===== src/rtl/slw_pkg.sv =====
// ---------------------------------------------------------------------------
// slw_pkg
// Shared constants and types of the LIKE wildcard matcher.
// ---------------------------------------------------------------------------
package slw_pkg;

  // largest pattern the row of cells is built for
  localparam int PATTERN_MAX_DEF = 16;

  // pattern metacharacters
  localparam logic [7:0] LIKE_ANY_ONE = 8'h5F;
  localparam logic [7:0] LIKE_ANY_RUN = 8'h25;

  // configuration port
  localparam int CFG_INDEX_W = 2;
  localparam int CFG_DATA_W  = 64;
  localparam int LEN_REG_W   = 5;

  typedef logic [CFG_INDEX_W-1:0] cfg_index_t;

  localparam cfg_index_t REG_PATTERN_LENGTH = 2'd0;
  localparam cfg_index_t REG_PATTERN_LOW    = 2'd1;
  localparam cfg_index_t REG_PATTERN_HIGH   = 2'd2;

  typedef logic [7:0] byte_t;

endpackage


===== src/rtl/slw_if.sv =====
// ---------------------------------------------------------------------------
// slw_if
// Valid/ready channels of the LIKE wildcard matcher: text in, match out,
// configuration writes.
// ---------------------------------------------------------------------------
interface slw_text_if;
  import slw_pkg::*;
  logic  valid;
  logic  ready;
  byte_t text_byte;
  logic  last_byte;
  logic  empty_string;
  modport source (output valid, text_byte, last_byte, empty_string, input ready);
  modport sink   (input valid, text_byte, last_byte, empty_string, output ready);
endinterface

interface slw_match_if;
  logic valid;
  logic ready;
  logic matched;
  modport source (output valid, matched, input ready);
  modport sink   (input valid, matched, output ready);
endinterface

interface slw_cfg_if;
  import slw_pkg::*;
  logic                  valid;
  logic                  ready;
  cfg_index_t            index;
  logic [CFG_DATA_W-1:0] data;
  modport source (output valid, index, data, input ready);
  modport sink   (input valid, index, data, output ready);
endinterface


===== src/rtl/slw_cell.sv =====
// ---------------------------------------------------------------------------
// slw_cell
// One pattern position: holds its active bit, passes the '%' closure and
// the one-byte advance on to the next position.
// ---------------------------------------------------------------------------
module slw_cell #(
  parameter bit IS_FIRST = 1'b0
) (
  input  logic          clk,
  input  logic          rst,
  input  logic          take,
  input  logic          ends,
  input  slw_pkg::byte_t pat_byte,
  input  slw_pkg::byte_t text_byte,
  input  logic          in_use,
  input  logic          carry_in,
  input  logic          shift_in,
  output logic          carry_out,
  output logic          shift_out,
  output logic          run_flag,
  output logic          cur_bit,
  output logic          adv_bit
);
  import slw_pkg::*;

  logic active;
  logic closed;
  logic hit;
  logic is_run;
  logic is_one;

  // closure and advance for this position
  always_comb begin
    closed    = active | carry_in;
    hit       = closed & in_use;
    is_run    = (pat_byte == LIKE_ANY_RUN);
    is_one    = (pat_byte == LIKE_ANY_ONE) || (pat_byte == text_byte);
    run_flag  = in_use & is_run;
    carry_out = hit & is_run;
    shift_out = hit & ~is_run & is_one;
    adv_bit   = (hit & is_run) | shift_in;
    cur_bit   = active;
  end

  // active bit, back to the start set when a string ends
  always_ff @(posedge clk) begin
    if (rst) begin
      active <= IS_FIRST;
    end else if (take) begin
      active <= ends ? IS_FIRST : adv_bit;
    end
  end

endmodule


===== src/rtl/slw_accept.sv =====
// ---------------------------------------------------------------------------
// slw_accept
// Final '%' closure over a finished active set and pick of the bit at the
// pattern length.
// ---------------------------------------------------------------------------
module slw_accept #(
  parameter int PATTERN_MAX = slw_pkg::PATTERN_MAX_DEF,
  parameter int LEN_W       = $clog2(PATTERN_MAX + 1)
) (
  input  logic [PATTERN_MAX:0]   set_bits,
  input  logic [PATTERN_MAX-1:0] run_flags,
  input  logic [LEN_W-1:0]       used_len,
  output logic                   matched
);
  import slw_pkg::*;

  logic [PATTERN_MAX:0] clos;

  // ripple of '%' skips along the positions
  always_comb begin
    clos[0] = set_bits[0];
    for (int i = 0; i < PATTERN_MAX; i++) begin
      clos[i+1] = set_bits[i+1] | (clos[i] & run_flags[i]);
    end
    matched = (used_len == '0) | clos[used_len];
  end

endmodule


===== src/rtl/sql_like_wildcard_matcher.sv =====
// ---------------------------------------------------------------------------
// sql_like_wildcard_matcher
// SQL LIKE matcher over a byte stream, pattern held in configuration.
// ---------------------------------------------------------------------------
// Takes one text byte per clock cycle while the output is not stalled,
// string after string with no gap. A row of PATTERN_MAX cells keeps one
// active bit per pattern position and updates it for each byte; the cycle
// time is set by the '%' skip ripple along that row. The item that ends a
// string (last_byte, or empty_string, which adds no byte) gives one match
// bit through an evaluation register and then an output register, so up to
// two results can be in flight while the output stalls. An empty pattern
// matches every string; a length above PATTERN_MAX counts as PATTERN_MAX.
// Configuration is taken in any cycle and acts from the next item on; the
// evaluation stage reads the live pattern, so write it only while no result
// is pending. There is no clearing pass after reset.
module sql_like_wildcard_matcher #(
  parameter int PATTERN_MAX = slw_pkg::PATTERN_MAX_DEF
) (
  input logic          clk,
  input logic          rst,
  slw_cfg_if.sink      cfg,
  slw_text_if.sink     text,
  slw_match_if.source  result
);
  import slw_pkg::*;

  localparam int LEN_W = $clog2(PATTERN_MAX + 1);

  // configuration registers
  logic [LEN_REG_W-1:0]  pattern_length;
  logic [CFG_DATA_W-1:0] pattern_bytes_low;
  logic [CFG_DATA_W-1:0] pattern_bytes_high;

  logic [2*CFG_DATA_W-1:0] pattern_all;
  logic [LEN_W-1:0]        used_len;

  // cell row
  logic [PATTERN_MAX:0]   carry;
  logic [PATTERN_MAX:0]   shift;
  logic [PATTERN_MAX-1:0] run_flags;
  logic [PATTERN_MAX-1:0] cur_bits;
  logic [PATTERN_MAX-1:0] adv_bits;
  logic                   top_bit;

  // pipeline
  logic                 take;
  logic                 ends;
  logic                 out_free;
  logic                 eval_valid;
  logic [PATTERN_MAX:0] eval_set;
  logic                 eval_matched;
  logic                 res_valid;
  logic                 res_matched;

  // configuration write transfer
  assign cfg.ready = 1'b1;

  always_ff @(posedge clk) begin
    if (rst) begin
      pattern_length     <= '0;
      pattern_bytes_low  <= '0;
      pattern_bytes_high <= '0;
    end else if (cfg.valid) begin
      unique case (cfg.index)
        REG_PATTERN_LENGTH: pattern_length     <= cfg.data[LEN_REG_W-1:0];
        REG_PATTERN_LOW:    pattern_bytes_low  <= cfg.data;
        REG_PATTERN_HIGH:   pattern_bytes_high <= cfg.data;
        default: ;
      endcase
    end
  end

  // clamp the length to the row size
  always_comb begin
    pattern_all = {pattern_bytes_high, pattern_bytes_low};
    if (pattern_length > LEN_REG_W'(PATTERN_MAX)) begin
      used_len = LEN_W'(PATTERN_MAX);
    end else begin
      used_len = pattern_length[LEN_W-1:0];
    end
  end

  // handshake and pipeline control
  assign out_free     = ~res_valid | result.ready;
  assign text.ready   = ~eval_valid | out_free;
  assign take         = text.valid & text.ready;
  assign ends         = text.last_byte | text.empty_string;
  assign result.valid   = res_valid;
  assign result.matched = res_matched;

  assign carry[0] = 1'b0;
  assign shift[0] = 1'b0;

  // one cell per pattern position
  for (genvar i = 0; i < PATTERN_MAX; i++) begin : g_cell
    slw_cell #(
      .IS_FIRST (i == 0)
    ) u_cell (
      .clk       (clk),
      .rst       (rst),
      .take      (take),
      .ends      (ends),
      .pat_byte  (pattern_all[i*8 +: 8]),
      .text_byte (text.text_byte),
      .in_use    (used_len > LEN_W'(i)),
      .carry_in  (carry[i]),
      .shift_in  (shift[i]),
      .carry_out (carry[i+1]),
      .shift_out (shift[i+1]),
      .run_flag  (run_flags[i]),
      .cur_bit   (cur_bits[i]),
      .adv_bit   (adv_bits[i])
    );
  end

  // end-of-pattern position, reached only by a shift
  always_ff @(posedge clk) begin
    if (rst) begin
      top_bit <= 1'b0;
    end else if (take) begin
      top_bit <= ends ? 1'b0 : shift[PATTERN_MAX];
    end
  end

  // evaluation stage: the set of the finished string
  always_ff @(posedge clk) begin
    if (rst) begin
      eval_valid <= 1'b0;
    end else if (text.ready) begin
      eval_valid <= take & ends;
    end
  end

  always_ff @(posedge clk) begin
    if (take && ends) begin
      if (text.empty_string) begin
        eval_set <= {top_bit, cur_bits};
      end else begin
        eval_set <= {shift[PATTERN_MAX], adv_bits};
      end
    end
  end

  slw_accept #(
    .PATTERN_MAX (PATTERN_MAX),
    .LEN_W       (LEN_W)
  ) u_accept (
    .set_bits  (eval_set),
    .run_flags (run_flags),
    .used_len  (used_len),
    .matched   (eval_matched)
  );

  // output register
  always_ff @(posedge clk) begin
    if (rst) begin
      res_valid <= 1'b0;
    end else if (out_free) begin
      res_valid <= eval_valid;
    end
  end

  always_ff @(posedge clk) begin
    if (out_free && eval_valid) begin
      res_matched <= eval_matched;
    end
  end

endmodule


===== src/flat_wrapper.sv =====
// flat-port wrapper written by rule: the top's interface ports become plain ports
module sql_like_wildcard_matcher_flat import slw_pkg::*;
#(
  parameter int PATTERN_MAX = slw_pkg::PATTERN_MAX_DEF
)
  (clk, rst, cfg_valid, cfg_index, cfg_data, cfg_ready, text_valid, text_text_byte, text_last_byte, text_empty_string, text_ready, result_valid, result_matched, result_ready);
  slw_cfg_if cfg_i ();
  slw_text_if text_i ();
  slw_match_if result_i ();
  input logic clk;
  input logic rst;
  input wire logic [$bits(cfg_i.valid)-1:0] cfg_valid;
  input wire logic [$bits(cfg_i.index)-1:0] cfg_index;
  input wire logic [$bits(cfg_i.data)-1:0] cfg_data;
  output wire logic [$bits(cfg_i.ready)-1:0] cfg_ready;
  input wire logic [$bits(text_i.valid)-1:0] text_valid;
  input wire logic [$bits(text_i.text_byte)-1:0] text_text_byte;
  input wire logic [$bits(text_i.last_byte)-1:0] text_last_byte;
  input wire logic [$bits(text_i.empty_string)-1:0] text_empty_string;
  output wire logic [$bits(text_i.ready)-1:0] text_ready;
  output wire logic [$bits(result_i.valid)-1:0] result_valid;
  output wire logic [$bits(result_i.matched)-1:0] result_matched;
  input wire logic [$bits(result_i.ready)-1:0] result_ready;
  assign cfg_i.valid = cfg_valid;
  assign cfg_i.index = cfg_index;
  assign cfg_i.data = cfg_data;
  assign cfg_ready = cfg_i.ready;
  assign text_i.valid = text_valid;
  assign text_i.text_byte = text_text_byte;
  assign text_i.last_byte = text_last_byte;
  assign text_i.empty_string = text_empty_string;
  assign text_ready = text_i.ready;
  assign result_valid = result_i.valid;
  assign result_matched = result_i.matched;
  assign result_i.ready = result_ready;
  sql_like_wildcard_matcher #(.PATTERN_MAX(PATTERN_MAX)) u_core (.clk(clk), .rst(rst), .cfg(cfg_i), .text(text_i), .result(result_i));
endmodule

===== config.mk =====
export PLATFORM = sky130hd
export DESIGN_NAME = sql_like_wildcard_matcher_flat
export DESIGN_NICKNAME = d
export VERILOG_FILES = /design/src/rtl/slw_pkg.sv /design/src/rtl/slw_if.sv /design/src/rtl/slw_cell.sv /design/src/rtl/slw_accept.sv /design/src/rtl/sql_like_wildcard_matcher.sv /design/src/flat_wrapper.sv
export SDC_FILE = /design/constraint.sdc
export NUM_CORES = 1
export LEC_CHECK = 0
export BUFFER_PORTS_ARGS = -buffer_cell sky130_fd_sc_hd__buf_2
export CAP_MARGIN = 10
export CORE_UTILIZATION = 25
export CTS_CLUSTER_SIZE = 12
export DETAILED_ROUTE_END_ITERATION = 8
export GPL_TIMING_DRIVEN = 0
export MAX_ROUTING_LAYER = met4
export PLACE_DENSITY = 0.5
export SYNTH_ARGS = -nofsm -noshare
export SYNTH_HDL_FRONTEND = slang
export SYNTH_SLANG_ARGS = --single-unit

===== constraint.sdc =====
create_clock -name clk -period 3.81 [get_ports clk]
set_input_delay 0.381 -clock clk [delete_from_list [all_inputs] [get_ports clk]]
set_output_delay 0.381 -clock clk [all_outputs]
set_load 0.05 [all_outputs]

==> results <==
- The flow ran to the end, and the final reports show no timing, DRC or antenna violations.
- The portion of the post-synthesis area used by sequential elements is 38.3%.
- For the worst setup path, the data required time is 4.00 ns.
- The kind of start point of the critical path is a register.
- The mean routed wirelength per cell is 18.4 um.
- The number of hold buffers added after cts is 0.
- The die footprint is 38200 um^2.
- The slowest cell on the critical path is nor3_1.
- The total clock sinks is 170.
- The antenna violation net count after detailed routing is 0.
- The worst min-delay path class is in -> reg.
- The register bit total from synthesis is 170.
- At the pin with the least slew margin, the transition time is 1.24 ns.
- The dominant cell type by count on the critical path is o21ai_0.
- In the layout the commonest cells are 305 x nand2_1, 165 x a21oi_1, 152 x dfxtp_1.
- After technology mapping, the gate count stands at 1187.
- The source-to-sink clock delay at the later pin of the worst-skew pair is 0.45 ns.
- The final layout contains 1366 nets.
- The signal on the critical path passes through buf_2, nor3_1, a211oi_2, a21oi_2, o211ai_2, o21ai_0, a22oi_1, a2111oi_0, o21ai_0, a211o_1.
- The kind of capture point of the worst setup path is a register.
- The maximum fanout count along the critical path is 9.
- The number of input and output port buffers inserted is 74.
- In this run the horizontal extent of the chip is 196 um.
- The row count is 70.
- For this block, the routed nets add up to 32500 um of wire.
- The post-synthesis net count is 1268.
- Yosys mapped a number of flops with a built-in enable equal to 18.
- The count of final setup violators is 0.
- The TritonCTS buffer count is 17.
- After floorplanning, the core was sized to cover 36700 um^2.
- After the first detailed-routing iteration, the DRC count stood at 601.
- The clock root buffer master is clkbuf_16.
- The static leakage is 3.84 nW.
- The largest net degree at the start of global routing is 17.
- The first global-routing pass estimated 50200 um of wire.
- Summed over all nets, the half-perimeter wirelength after detailed placement is 24600 um.
- The count of inserted antenna diode cells is 0.
- Of the total power, registers draw 45.0%.
- The internal portion of total power is 3.12 mW.
- The setup slack of the worst register-to-register path is 0.12 ns.
- The total iterations of the first detailed-routing run is 6.
- The most common cell after layout, fill and taps aside is nand2_1.
- Measured against its own limit, the worst slew margin works out to 17.3%.
- Each instance of the synthesized netlist takes up on average 7.89 um^2.
- Together, buffers and inverters on the worst path number 1.
- The Yosys step of the flow raised 0 warnings.
- TritonCTS built the clock tree.
- The height of the die is 196 um.
- The clock-pin slew on the worst setup and hold paths is 0.07 ns.
- The via count of the first global-routing pass is 8652.
- The mapped cell area is 9360 um^2.
- Data on the critical path arrives at its endpoint at 3.88 ns.
- The total count of max-transition violations in the final report was 0.
- The number of vias per cell is 5.01.
- The tool flagged a number of max-cap violations equal to 0.
- The area added between synthesis and finish is 17.4%.
- The fmax is 271 MHz.
- Routability-driven placement finished with a final weighted congestion of 0.905.
- The proportion of power drawn by combinational gates is 10.8%.
- The number of distinct library cell variants in the gate-level netlist after synthesis is 80.
- In this design, the stage delay of the slowest critical-path cell is 0.80 ns.
- The most instantiated flip-flop cell in the synthesis netlist is dfxtp_1.
- The total negative setup slack is 0 ns.
- The total count of hold-check failures in the final report is 0.
- The final route contains 8853 vias.
- The post-route minimum period is 3.69 ns.
- The clock network accounts for 44.3% of the total power.
- The proportion of register bits with asynchronous set or reset after synthesis is 0%.
- In the routed design, unresolved DRC markers number 0.
- The switching portion of total power is 27.2%.
- The completed layout was analyzed and its total power is 4.28 mW.
- The number of antenna violations at the first check in global routing is 0.
- Cells with a size suffix above 1 make up 12.2% of the layout.
- Across the VDD grid, the largest voltage drop is 0.292 mV.
- Setup repair after global routing left no endpoint under its margin.
- The deepest level of the CTS H-tree is 4.
- The global routing usage summed across all routing layers is 17.7%.
- The kind of cell with the highest combined delay on the critical path is compound AO/OA/AOI/OAI gates.
- 85 I/O pins were placed.
- The maximum buffer depth of the clock tree is 2.
- The switching power is 1.17 mW.
- The type of the worst setup path is reg -> reg.
- For the final database, setup skew stands at 0.0122 ns.
- The effective utilization at floorplan is 25.5%.
- The global-route congestion overflow total is 0.
- In the finished design, the share of the clock period the worst path needs comes to 96.7%.
- In this run the power density over the cells is 390 nW/um^2.
worst reg2reg max path, cell delays in order (launching register included):
cell	delay, ns
dfxtp_1	0.30
buf_2	0.16
nor3_1	0.80
a211oi_2	0.29
a21oi_2	0.33
o211ai_2	0.18
o21ai_0	0.19
a22oi_1	0.08
a2111oi_0	0.62
o21ai_0	0.21
a211o_1	0.29
area by class of cell:
type / count / area [um^2]
Fill cell: 3931 / 25700
Multi-Input combinational cell: 927 / 5440
Sequential cell: 170 / 3580
Tap cell: 468 / 586
Clock buffer: 19 / 454
Timing Repair Buffer: 79 / 408
Buffer: 75 / 293
Clock inverter: 13 / 178
Inverter: 15 / 56.3
metal layers:
layer	global-route usage [%]	up-vias	part of all wire, %	wire length, um
met5	-	-	0	0
met4	5.05	0	1.5	497
met2	28.5	222	47	15400
li1	-	4329	-	-
met3	2.04	35	4.0	1300
met1	23.2	4267	47	15400
power groups by stage:
| stage | combinational [mW] | clock, mW | sequential, mW |
|---|---|---|---|
| CTS | 0.462 | 1.92 | 1.92 |
| global placement | 0.452 | 0 | 1.96 |
| floorplan | 0.283 | 0 | 1.95 |
| global route | 0.507 | 1.99 | 1.93 |
| finish | 0.461 | 1.90 | 1.93 |
| detailed placement | 0.460 | 0 | 1.97 |
logic make-up after synthesis:
| logic type | Yosys count | synth area share (%) |
|---|---|---|
| muxes | 12 | 1.39 |
| buffers and inverters | 90 | 3.73 |
| AOI/OAI and AO/OA | 278 | 18.8 |
| xor gates and xnor gates | 128 | 12.0 |
| other | 1 | 0.0400 |
| DFF | 170 | 38.3 |
| and+or+nand+nor | 508 | 25.8 |
through the flow:
stage               utilization (%)  cells  worst slack [ns]  hold WS, ns  cell area, um^2
floorplan                         -   1187              1.08        0.425             9360
global placement               28.1   1729             0.178        0.454            10300
detailed placement             28.2   1731             0.146        0.469            10300
CTS                            29.9   1763             0.119        0.164            11000
global route                   30.0   1766            0.0114        0.176            11000
finish                         30.0   1766             0.124        0.178            11000
sequential cells by signal, indices dropped and copies added, names as in the netlist:
register,cells
u_core.eval_set,17
u_core.eval_valid,1
u_core.g_cell.u_cell.cur_bit,16
u_core.pattern_bytes_high,64
u_core.pattern_bytes_low,64
u_core.pattern_length,5
u_core.result.matched,1
u_core.result.valid,1
u_core.top_bit,1
worst paths after layout:
check	startpoint	end	cells past startpoint
setup / recovery	u_core.pattern_length[2]$_SDFFE_PP0P_	u_core.result.matched$_DFFE_PP_	10
hold reg to reg	u_core.top_bit$_SDFFE_PP0P_	u_core.top_bit$_SDFFE_PP0P_	2
hold / removal	cfg_data[26]	u_core.pattern_bytes_low[26]$_SDFFE_PP0P_	3
setup reg to reg	u_core.pattern_length[2]$_SDFFE_PP0P_	u_core.result.matched$_DFFE_PP_	10
Yosys cell counts, types with 6 or more instances:
library cell    n  share of area, %
edfxtp_1       18               5.8
nand2_1       305                12
nand3b_1       13               1.0
dfxtp_1       152                32
buf_1           7              0.28
o22ai_1         7              0.47
clkbuf_1       61               2.4
nor3_1         19               1.0
o211ai_1        6              0.48
or4b_1          7              0.75
a21oi_1       165               8.8
nand3_1        15              0.80
mux2_2          8              0.96
nand4_1        10              0.67
a22oi_1        13               1.0
buf_2           6              0.32
o21ai_0        25               1.3
nor4_1         29               1.9
xnor2_1        40               3.7
inv_1          15              0.60
nor2_1         51               2.0
nand4b_1       10              0.94
xor2_1         88               8.2
what timing repair did:
item	4_1_cts	5_1_grt
setup buffers	0	0
endpoints found under the hold margin	0	0
setup endpoints to repair	0	1
resized for setup	0	1
Power figures use the tool's default switching activity.
